$ cat config.mk
export PLATFORM = sky130hd
export DESIGN_NAME = sbs_ctrl
export DESIGN_NICKNAME = d
export VERILOG_FILES = /design/src/rtl/sbs_pkg.sv /design/src/rtl/sbs_ctrl.sv
export SDC_FILE = /design/constraint.sdc
export NUM_CORES = 1
export LEC_CHECK = 0
export ABC_AREA = 1
export BUFFER_PORTS_ARGS = -buffer_cell sky130_fd_sc_hd__buf_2
export CORE_MARGIN = 3
export CORE_UTILIZATION = 52
export DETAILED_ROUTE_END_ITERATION = 10
export MAX_ROUTING_LAYER = met4
export PLACE_DENSITY = 0.88
export SLEW_MARGIN = 20
export SYNTH_ARGS = -nofsm -noshare
export SYNTH_HDL_FRONTEND = slang
export SYNTH_SLANG_ARGS = --single-unit
$ cat constraint.sdc
create_clock -name i_clk -period 2.56 [get_ports i_clk]
set_input_delay 0.384 -clock i_clk [delete_from_list [all_inputs] [get_ports i_clk]]
set_output_delay 0.384 -clock i_clk [all_outputs]
set_load 0.02 [all_outputs]
$ cat src/rtl/sbs_pkg.sv
// Shared types and constants for the spectrum bin scaler.
// No dependencies.
package sbs_pkg;
    localparam int MaxBlock    = 4096;
    localparam int SampleWidth = 24;
    localparam int MagFrac     = 32 - SampleWidth;
    localparam logic [11:0] MaxBins = 12'(MaxBlock / 2 + 1);
    localparam logic [31:0] SatPos  = 32'h7FFF_FFFF;
    localparam logic [31:0] DbPerLog2 = 32'd3232284966;

    localparam logic [1:0] ModeAmp  = 2'd0;
    localparam logic [1:0] ModePow  = 2'd1;
    localparam logic [1:0] ModeDen  = 2'd2;
    localparam logic [1:0] ModeDb   = 2'd3;

    localparam logic [2:0] RegMode  = 3'd0;
    localparam logic [2:0] RegBins  = 3'd1;
    localparam logic [2:0] RegAgain = 3'd2;
    localparam logic [2:0] RegDgain = 3'd3;
    localparam logic [2:0] RegFloor = 3'd4;
    localparam logic [2:0] RegReady = 3'd5;

    typedef struct packed {
        logic start;
        logic out_take;
    } t_cmd;

    typedef struct packed {
        logic done;
    } t_sts;
endpackage

$ cat src/rtl/sbs_ctrl.sv
// Controller of the spectrum bin scaler: handshakes, configuration,
// bin position tracking. Uses sbs_pkg.
module sbs_ctrl (
    input  logic          i_clk,
    input  logic          i_rst_n,
    input  logic          i_s_tvalid,
    output logic          o_s_tready,
    input  logic          i_last,
    output logic          o_m_tvalid,
    input  logic          i_m_tready,
    input  logic          i_cfg_we,
    input  logic [2:0]    i_cfg_idx,
    input  logic [31:0]   i_cfg_data,
    input  sbs_pkg::t_sts i_sts,
    output sbs_pkg::t_cmd o_cmd,
    output logic          o_dbl,
    output logic          o_bad,
    output logic          o_lastv,
    output logic [1:0]    o_mode,
    output logic [31:0]   o_again,
    output logic [31:0]   o_dgain,
    output logic [31:0]   o_floor
);
    typedef enum logic [2:0] {
        C_IDLE = 3'b001, C_BUSY = 3'b010, C_OUT = 3'b100
    } t_cst;

    t_cst        r_st, n_st;
    logic [11:0] r_pos, r_bins;
    logic [1:0]  r_mode;
    logic [31:0] r_again, r_dgain, r_floor;
    logic        r_ready, r_dbl, r_bad, r_lastv;
    logic        fend, acc;

    assign acc  = i_s_tvalid && o_s_tready;
    assign fend = (r_bins == 12'd0) || (13'(r_pos) + 13'd1 >= 13'(r_bins));

    always_comb begin
        n_st = r_st;
        case (r_st)
            C_IDLE:  if (acc) n_st = C_BUSY;
            C_BUSY:  if (i_sts.done) n_st = C_OUT;
            C_OUT:   if (i_m_tready) n_st = C_IDLE;
            default: n_st = C_IDLE;
        endcase
    end

    always_ff @(posedge i_clk) begin
        if (!i_rst_n) begin
            r_st    <= C_IDLE;
            r_pos   <= '0;
            r_mode  <= sbs_pkg::ModeAmp;
            r_bins  <= 12'd2049;
            r_again <= '0;
            r_dgain <= '0;
            r_floor <= 32'hFF88_0000;
            r_ready <= 1'b0;
        end else begin
            r_st <= n_st;
            if (i_cfg_we) begin
                case (i_cfg_idx)
                    sbs_pkg::RegMode:  r_mode  <= i_cfg_data[1:0];
                    sbs_pkg::RegBins:  r_bins  <= i_cfg_data[11:0];
                    sbs_pkg::RegAgain: r_again <= i_cfg_data;
                    sbs_pkg::RegDgain: r_dgain <= i_cfg_data;
                    sbs_pkg::RegFloor: r_floor <= i_cfg_data;
                    sbs_pkg::RegReady: r_ready <= i_cfg_data[0];
                    default: ;
                endcase
            end
            if (acc) begin
                r_pos   <= (fend || i_last) ? 12'd0 : r_pos + 12'd1;
                r_dbl   <= (r_pos != 12'd0) && !fend;
                r_lastv <= i_last;
                r_bad   <= !r_ready || r_again == 32'd0 || r_bins == 12'd0 ||
                           r_bins > sbs_pkg::MaxBins ||
                           (r_mode == sbs_pkg::ModeDen && r_dgain == 32'd0);
            end
        end
    end

    assign o_s_tready   = (r_st == C_IDLE);
    assign o_m_tvalid   = (r_st == C_OUT);
    assign o_cmd.start    = acc;
    assign o_cmd.out_take = (r_st == C_OUT) && i_m_tready;
    assign o_dbl   = r_dbl;
    assign o_bad   = r_bad;
    assign o_lastv = r_lastv;
    assign o_mode  = r_mode;
    assign o_again = r_again;
    assign o_dgain = r_dgain;
    assign o_floor = r_floor;
endmodule

; ---- Yosys cells after proc, flatten, opt, wreduce, memory -nomap -nowiden
; Index checks and enable logic that the tools add are counted.
[op_classes]
addsub = 2
order_cmp = 2
eq_ne = 12
muxes = 5
reduce_logical = 25
[op_table]
columns = operator, n
row1 = zero test 32 bit, 2
row2 = AND reduction 2 bit, 7
row3 = adder 12 x 1 -> 13 bit (second input constant), 1
row4 = >= comparator 13 x 12 -> 1 bit, 1
row5 = adder 12 x 1 -> 12 bit (second input constant), 1
row6 = > comparator 12 bit (second input constant), 1
row7 = zero test 12 bit, 1
row8 = 2-to-1 mux 12 bit, 1
row9 = nonzero test 12 bit, 1
row10 = == test 3 x 2 -> 1 bit (second input constant), 3
row11 = == test 3 bit (second input constant), 3
row12 = 2-to-1 mux 3 bit, 3
row13 = one-hot mux 3 bit (3 select lines), 1
row14 = == test 3 x 1 -> 1 bit (second input constant), 2
row15 = logical OR 1 bit, 6
row16 = logical AND 1 bit, 4
row17 = != test 2 x 1 -> 1 bit (second input constant), 2
row18 = zero test 3 bit, 1
row19 = AND reduction 3 bit, 1
row20 = == test 2 bit (second input constant), 1
row21 = zero test 1 bit, 2
row22 = != test 2 bit (second input constant), 1
[word_totals]
regBits = 129
input_bits = 42
output_inout_bits = 105
elab_cells = 57

; ---- Depth between registers and ports, before layout
; Gate-level depths: netlist (run 1).
[depth]
word_depth = 5
depth_mapped = 16
ltp_nobuf = 15

; ---- Least setup slack after synthesis (run 1)
; Ideal clock, no wire load.
[synth_timing]
path_type = register to register
start = register r_pos[0]
end = register r_dbl, in the netlist o_dbl (data pin)
setup_ns = 0.260
arrival_time_ns = 2.024
required_time_ns = 2.300
setup_slack_ns = 0.276
stages_incl_launch_ff = 17
n_path_buf = 1
period_less_slack_ns = 2.284
path_cell_list = dfxtp_1 ha_1 inv_1 nor2_4 nand2_1 xnor2_1 ha_1 nand2_1 inv_1 nand2_1 nor2_1 nor2_1 nor2_1 nor2_4 buf_6 nand2_1 nor2_1
[synth_via]
elab_chain_cells = 5
word_cells_on_any_way = 6
cone_classes = add/sub: 1 / order compare: 1 / reduce/logical: 4
[synth_rtl]
columns = item, line_no
row1 = from (decl), sbs_ctrl.sv:29  ; logic [11:0] r_pos, r_bins;
row2 = from (signal assigned), sbs_ctrl.sv:72  ; r_pos <= (fend || i_last) ? 12'd0 : r_pos + 12'd1;
row3 = adder 12 x 1 -> 13 bit, sbs_ctrl.sv:36  ; assign fend = (r_bins == 12'd0) || (13'(r_pos) + 13'd1 >= 13'(r_bins));
row4 = >= comparator 13 x 12 -> 1 bit, sbs_ctrl.sv:36
row5 = logical OR 1 bit, sbs_ctrl.sv:36
row6 = zero test 1 bit, sbs_ctrl.sv:73  ; r_dbl <= (r_pos != 12'd0) && !fend;
row7 = logical AND 1 bit *, sbs_ctrl.sv:73
row8 = to (signal assigned), sbs_ctrl.sv:73
row9 = to (decl), sbs_ctrl.sv:32  ; logic r_ready, r_dbl, r_bad, r_lastv;
; Mark *: on every way between the ends. The rest lies on a longest branch, timed or not.
; A chain may end at the register's enable or synchronous reset.

; ---- Worst setup path after layout (run 1)
[layout_timing]
start = register r_pos[5]
end = register r_pos[4]
[layout_via]
elab_chain_cells = 5
[layout_rtl]
columns = item, line_no
row1 = adder 12 x 1 -> 13 bit, sbs_ctrl.sv:36
row2 = >= comparator 13 x 12 -> 1 bit, sbs_ctrl.sv:36
row3 = logical OR 1 bit, sbs_ctrl.sv:36
row4 = logical OR 1 bit, sbs_ctrl.sv:72
row5 = 2-to-1 mux 12 bit, sbs_ctrl.sv:72
; No other way between the ends.

==> results of run 1 <==
## final cells by class
type                            instances  area [um^2]  area share [%]
Clock buffer                           18        427.9           6.189
Clock inverter                         14        146.4           2.117
Inverter                               78        292.8           4.235
Multi-Input combinational cell        478         2431           35.16
Sequential cell                       129         2619           37.88
Tap cell                              133        166.4           2.407
Timing Repair Buffer                  156        830.8           12.02
## repair_timing
item | in CTS | in global routing
buffers inserted | 0 | 2
hold buffers | 0 | 0
resized for setup | 0 | 10
pin swaps | 1 | 3
gates cloned | 0 | 0
setup endpoints to repair | 1 | 13
## critical path, delay by kind of cell, from the launching register on
| family | cells | cell delay (ps) |
|---|---|---|
| AO/OA/AOI/OAI | 1 | 150 |
| adder cells (fa/ha/maj) | 1 | 310 |
| flip-flops | 1 | 420 |
| XOR/XNOR | 1 | 280 |
| AND/OR/NAND/NOR | 10 | 1050 |
| buffers and inverters | 1 | 160 |
## logic make-up (layout without fill, tap and decap cells)
group           count (synthesis)  after routing
compound gates                178            178
xor+xnor                        8              8
fa+ha+maj                      15             15
buf+inv                       117            266
flops                         129            129
simple gates                  277            277
## worst max path at each step
stage	start	end	slack [ps]	cells past startpoint
global route	r_pos[5]	r_pos[2]	-20	15
detailed placement	r_pos[0]	r_pos[1]	30	15
floorplan	r_pos[0]	o_dbl	280	16
global placement	r_pos[0]	r_pos[11]	180	11
CTS	r_pos[0]	r_pos[1]	6	15
finish	r_pos[5]	r_pos[4]	120	14
## routing by layer
metal | up-vias | track usage [%]
met4 | 0 | 13.26
met1 | 2510 | 36.22
li1 | 2676 | -
met5 | - | -
met3 | 55 | 5.910
met2 | 288 | 41.75
## cells in the final DEF (no fill, tap or decap), types with 3 or more instances in the layout
cell type,Yosys,layout
xor2_1,6,5
o211ai_1,3,3
dfxtp_1,126,123
nor3_1,6,6
inv_6,0,3
o21ai_0,111,111
buf_2,2,146
nor4_1,13,13
buf_4,2,8
inv_8,0,3
edfxtp_1,3,3
a21oi_1,61,61
nor3_2,3,3
nand4_1,24,24
nand2_2,3,4
nor2_2,1,3
nand2_1,61,60
inv_1,77,77
clkbuf_16,0,16
nor2_1,137,135
nand3_1,22,21
ha_1,15,14
clkinv_4,0,5
## state kept, by name (all words and copies together) (netlist names)
name,cells
r_ready,1
r_pos,12
o_dgain,32
o_floor,32
o_dbl,1
o_lastv,1
o_bad,1
o_mode,2
r_bins,12
r_st,3
o_again,32
## metrics by stage
stage | area (um^2) | cells
2_1_floorplan | 5465 | 724
3_3_place_gp | 6279 | 972
3_5_place_dp | 6279 | 972
4_1_cts | 6853 | 1004
5_1_grt | 6914 | 1006
6_report | 6914 | 1006
## report_power, final
part           total [uW]  leakage, uW  switching, uW  internal, uW
clock                2330     0.000282            982          1350
sequential           2180      0.00105           71.3          2110
combinational         674      0.00197            440           234
total                5180      0.00331           1490          3690
==> flow_metrics.py, run 1 <==
metrics = {
    "routing": {
        "routed_wl_mm": 16.11,
        "num_vias": 5529,
        "top_layer": "met4",
        "drc": 0,
        "wl_met1_mm": 6.689,
        "wl_met3_mm": 1.450,
        "wl_met2_mm": 7.355,
        "wl_per_cell_um": 16.02,
        "drtIter0Drc": 414,
        "antenna_left": 0,
        "via_per_inst": 5.496,
        "dr.pass1.iters": 5,
    },
    "timing": {
        "setup_viol": 0,
        "fin_worst_skew_ps": 7.460,
        "hold_viol": 0,
        "fin_crit_ps": 2437,
        "final.setup.worst_slack_ps": 122.9,
        "slew_headroom_pct": 30.42,
        "final.setup.tns_ps": 0,
        "fmax_ghz": 0.4103,
        "worstMarginPinSlew_ps": 1043,
        "whs_ps": 56.33,
        "fin_crit_sh_pct": 95.20,
        "maxSlewViolCount": 0,
    },
    "floorplanning": {
        "io_pins": 147,
        "rows": 36,
        "dieArea_um2": 11780,
        "core_um2": 10000,
        "die_width_um": 108.5,
        "start_util_pct": 54.65,
        "fp.dieH_um": 108.5,
    },
    "synthesis": {
        "syn-mean-instance-area_um2": 7.549,
        "synth_ff_type": "dfxtp_1",
        "syn-cell-area_um2": 5465,
        "synth_mux_area_share_pct": 0,
        "netlist_instances": 724,
        "synthArstFlopShare_pct": 0,
        "yosysWarnings": 0,
        "synth_top_family_by_area": "simple AND/OR/NAND/NOR gates",
        "ys_seq_area_share_pct": 47.80,
        "synth_edf_count": 3,
        "syn-num-nets": 781,
        "synth_top_area_share_pct": 46.15,
        "yosys.cell_types.count": 31,
        "synth_compound_gate_area_share_pct": 16.60,
        "synth_top_area_cell": "dfxtp_1",
        "yosysMostFrequentCell": "nor2_1",
        "synthSimpleGateAreaFrac_pct": 22.53,
        "synth_common_cells": "137 x nor2_1, 126 x dfxtp_1, 111 x o21ai_0, 77 x inv_1",
        "synth_fa_ha_area_share_pct": 3.434,
        "synth_xor_area_share_pct": 1.282,
        "synthTopCellsByArea": "dfxtp_1 46%, o21ai_0 10%, nor2_1 9.4%",
        "ys_ff_latch": 129,
    },
    "power_and_ir_drop": {
        "total_power_uw": 5181,
        "powerDensity_nw_per_um2": 749.4,
        "p_leak_uw": 0.003307,
        "vdd_ir_drop_max_uv": 412.4,
    },
    "clock_tree": {
        "cts_tree": "built",
        "cts-root-buf": "clkbuf_8",
        "insertion_delay_ps": 520,
        "path_clk_slew_ps": 60,
        "htreeDepth": 4,
        "cts_inserted_buffers": 17,
        "cts.sinks": 129,
        "cts_max_path_buffers": 2,
    },
    "grt": {
        "grt_max_degree": 123,
        "antenna_found_initial": 0,
        "track_usage_pct": 27.96,
        "grt_remaining_overflow": 0,
        "grt_pass1_wl_mm": 24.86,
        "grt_pass1_vias": 5040,
    },
    "setup_path": {
        "rrSetupSlack_ps": 120,
        "cp_cell_sequence": "nand2_1, nor3b_2, xor2_1, ha_1, nand2_1, nor2_1, nand2_1, nor2_1, nor2_1, nor2_2, nor2_4, buf_4, nand4_1, a21oi_1",
        "cp-start-kind": "flop",
        "arrival_ps": 2890,
        "timing.rr.end": "r_pos[4]",
        "worstRegToRegCells": 14,
        "cp.required_ps": 3010,
        "path_max_fanout": 5,
        "r2r_start": "r_pos[5]",
        "crit_path_end_kind": "flop",
        "slowest_stage": "dfxtp_1",
        "slowest_delay_ps": 420,
        "worst-setup-path-type": "flop to flop",
    },
    "cells_and_area": {
        "drive_gt1_share_pct": 24.17,
        "final_nets": 917,
        "nFillCells": 788,
        "antenna_cells": 0,
        "area_growth_pct": 26.51,
        "finish.utilization_pct": 69.14,
    },
    "hold_path": {
        "min-delay-start": "i_last",
        "holdPathStages": 1,
        "hp-class": "input pin to flop",
        "hold_end": "o_lastv",
    },
    "place": {
        "dp_hpwl_mm": 11.04,
        "io_buffers": 146,
        "dp_worst_setup_slack_ps": 28.64,
        "place.gp.congestion": 0.9080,
    },
    "flow_run": {
        "drv_cap": 0,
    },
    "outcome": {
        "status": "finished clean",
    },
}
No activity file was read; power rests on OpenSTA's default activity.
==> inputs of run 2 (changes only) <==
PLACE_DENSITY = unset   (was 0.88)
PLACE_DENSITY_LB_ADDON = 0.2   (was unset)
==> flow_metrics.py, run 2 (same netlist as run 1, synthesis figures left out) <==
metrics = {
    "grt": {
        "grt_max_degree": 123,
        "track_usage_pct": 27.98,
        "grt_pass1_wl_mm": 25.06,
        "grt_remaining_overflow": 0,
        "antenna_found_initial": 0,
        "grt_pass1_vias": 5228,
    },
    "timing": {
        "fin_crit_ps": 2429,
        "setup_viol": 0,
        "fmax_ghz": 0.4116,
        "maxSlewViolCount": 0,
        "slew_headroom_pct": 25.73,
        "worstMarginPinSlew_ps": 1113,
        "hold_viol": 0,
        "fin_worst_skew_ps": 9.036,
        "fin_crit_sh_pct": 94.90,
    },
    "cells_and_area": {
        "antenna_cells": 0,
        "fin_cells": 1006,
        "drive_gt1_share_pct": 24.86,
        "finalInstanceArea_um2": 6967,
        "final_common_cell": "buf_2",
        "area_growth_pct": 27.47,
        "final_nets": 917,
        "layout_common_cells": "146 x buf_2, 134 x nor2_1, 120 x dfxtp_1, 111 x o21ai_0, 76 x inv_1",
    },
    "setup_path": {
        "arrival_ps": 2870,
        "timing.rr.end": "r_pos[6]",
        "worstRegToRegCells": 16,
        "slowest_delay_ps": 370,
        "r2r_start": "r_pos[0]",
        "path_max_fanout": 6,
        "worst-setup-path-type": "flop to flop",
        "cp_cell_sequence": "ha_2, inv_1, nor2_4, nand2_2, xnor2_2, ha_1, nand2_2, inv_1, nand2_1, nand2_1, nor2_2, nor2_2, nor2_4, buf_4, nand4_1, a21oi_2",
        "slowest_stage": "dfxtp_4",
        "cp.required_ps": 3000,
        "crit_buf_inv": 3,
        "rrSetupSlack_ps": 130,
        "crit_path_end_kind": "flop",
        "cp-start-kind": "flop",
        "cp_top_family": "simple AND/OR/NAND/NOR gates",
    },
    "flow_run": {
        "drv_cap": 0,
    },
    "clock_tree": {
        "cts_max_path_buffers": 2,
        "htreeDepth": 4,
        "insertion_delay_ps": 520,
        "cts-root-buf": "clkbuf_8",
        "path_clk_slew_ps": 60,
        "cts.sinks": 129,
        "cts_tree": "built",
        "cts_inserted_buffers": 17,
    },
    "power_and_ir_drop": {
        "p_int_uw": 3934,
        "pwr-share-seq_pct": 40.7,
        "pwr-share-comb_pct": 12.8,
        "p_sw_share_pct": 26.59,
        "p_leak_uw": 0.003330,
        "clkPwrFrac_pct": 46.5,
        "p_sw_uw": 1425,
        "powerDensity_nw_per_um2": 769.2,
        "vdd_ir_drop_max_uv": 504.4,
    },
    "floorplanning": {
        "dieArea_um2": 11780,
        "io_pins": 147,
        "core_um2": 10000,
        "fp.dieH_um": 108.5,
        "start_util_pct": 54.65,
        "die_width_um": 108.5,
        "rows": 36,
    },
    "hold_path": {
        "hold_end": "o_lastv",
        "holdPathStages": 1,
        "hp-class": "input pin to flop",
        "min-delay-start": "i_last",
    },
    "routing": {
        "routed_wl_mm": 16.07,
        "wl_per_cell_um": 15.98,
        "num_vias": 5452,
        "drc": 0,
        "dr.pass1.iters": 5,
        "antenna_left": 0,
        "drtIter0Drc": 329,
        "via_per_inst": 5.419,
    },
    "place": {
        "dp_cells": 969,
        "io_buffers": 146,
        "place.gp.congestion": 0.8470,
        "dp_hpwl_mm": 10.85,
        "dpl_cell_area_um2": 6256,
    },
    "outcome": {
        "status": "finished clean",
    },
}
## run 2: power by group through the flow
stage               combinational [uW]  clock (uW)  sequential (uW)
CTS                                661        2520             2170
floorplan                          356           0             2270
finish                             689        2490             2180
detailed placement                 640           0             2220
global placement                   620           0             2210
global route                       759        2630             2190
## run 2: cell type report
type,count,area (um^2)
tap,133,166.4
timing repair buffer,156,825.8
clock buffer,19,421.7
fill,855,3033
inverter,78,292.8
sequential,129,2625
multi-input combinational,478,2449
clock inverter,13,186.4
## run 2: stage by stage
stage / setup slack [ps] / utilization [%] / hold WS, ps / power, uW / setup TNS (ps)
floorplan: 276.2 / - / 450.1 / 2631 / 0
global placement: 119.5 / 62.56 / 434.4 / 2832 / 0
detailed placement: -45.30 / 62.56 / 439.4 / 2856 / -120.9
CTS: 7.210 / 68.99 / 36.95 / 5360 / 0
global route: -67.70 / 69.67 / 42.71 / 5583 / -164.7
finish: 130.6 / 69.67 / 65.36 / 5359 / 0
## run 2: per-layer routing
metal / up-vias / routed length [um] / GRT usage, %
li1: 2666 / - / -
met1: 2538 / 6617 / 32.47
met2: 220 / 7870 / 46.51
met3: 28 / 1223 / 7.642
met4: 0 / 361 / 10.01
met5: - / 0 / -
## run 2: worst max path at each step
stage / from / to / slack [ps] / depth (start not counted)
final: r_pos[0] / r_pos[6] / 130 / 16
after global routing: r_pos[6] / o_dbl / -70 / 13
after CTS: r_pos[0] / o_dbl / 7 / 16
after detailed placement: r_pos[0] / r_pos[6] / -50 / 11
after global placement: r_pos[0] / r_pos[6] / 120 / 11
after floorplan: r_pos[0] / o_dbl / 280 / 16
## run 2: repair_timing
action / CTS / global route
resized for setup: 1 / 20
hold buffers: 0 / 0
buffers inserted: 4 / 1
pin swaps: 1 / 5
endpoints found under the setup margin: 13 / 13
## run 2: worst register-to-register path: cells and delay by family, from the launching register on
family | cells | cell delay, ps
flops | 1 | 370
compound gates | 1 | 160
simple gates | 9 | 890
xor+xnor | 1 | 150
fa+ha+maj | 2 | 520
buf+inv | 3 | 250
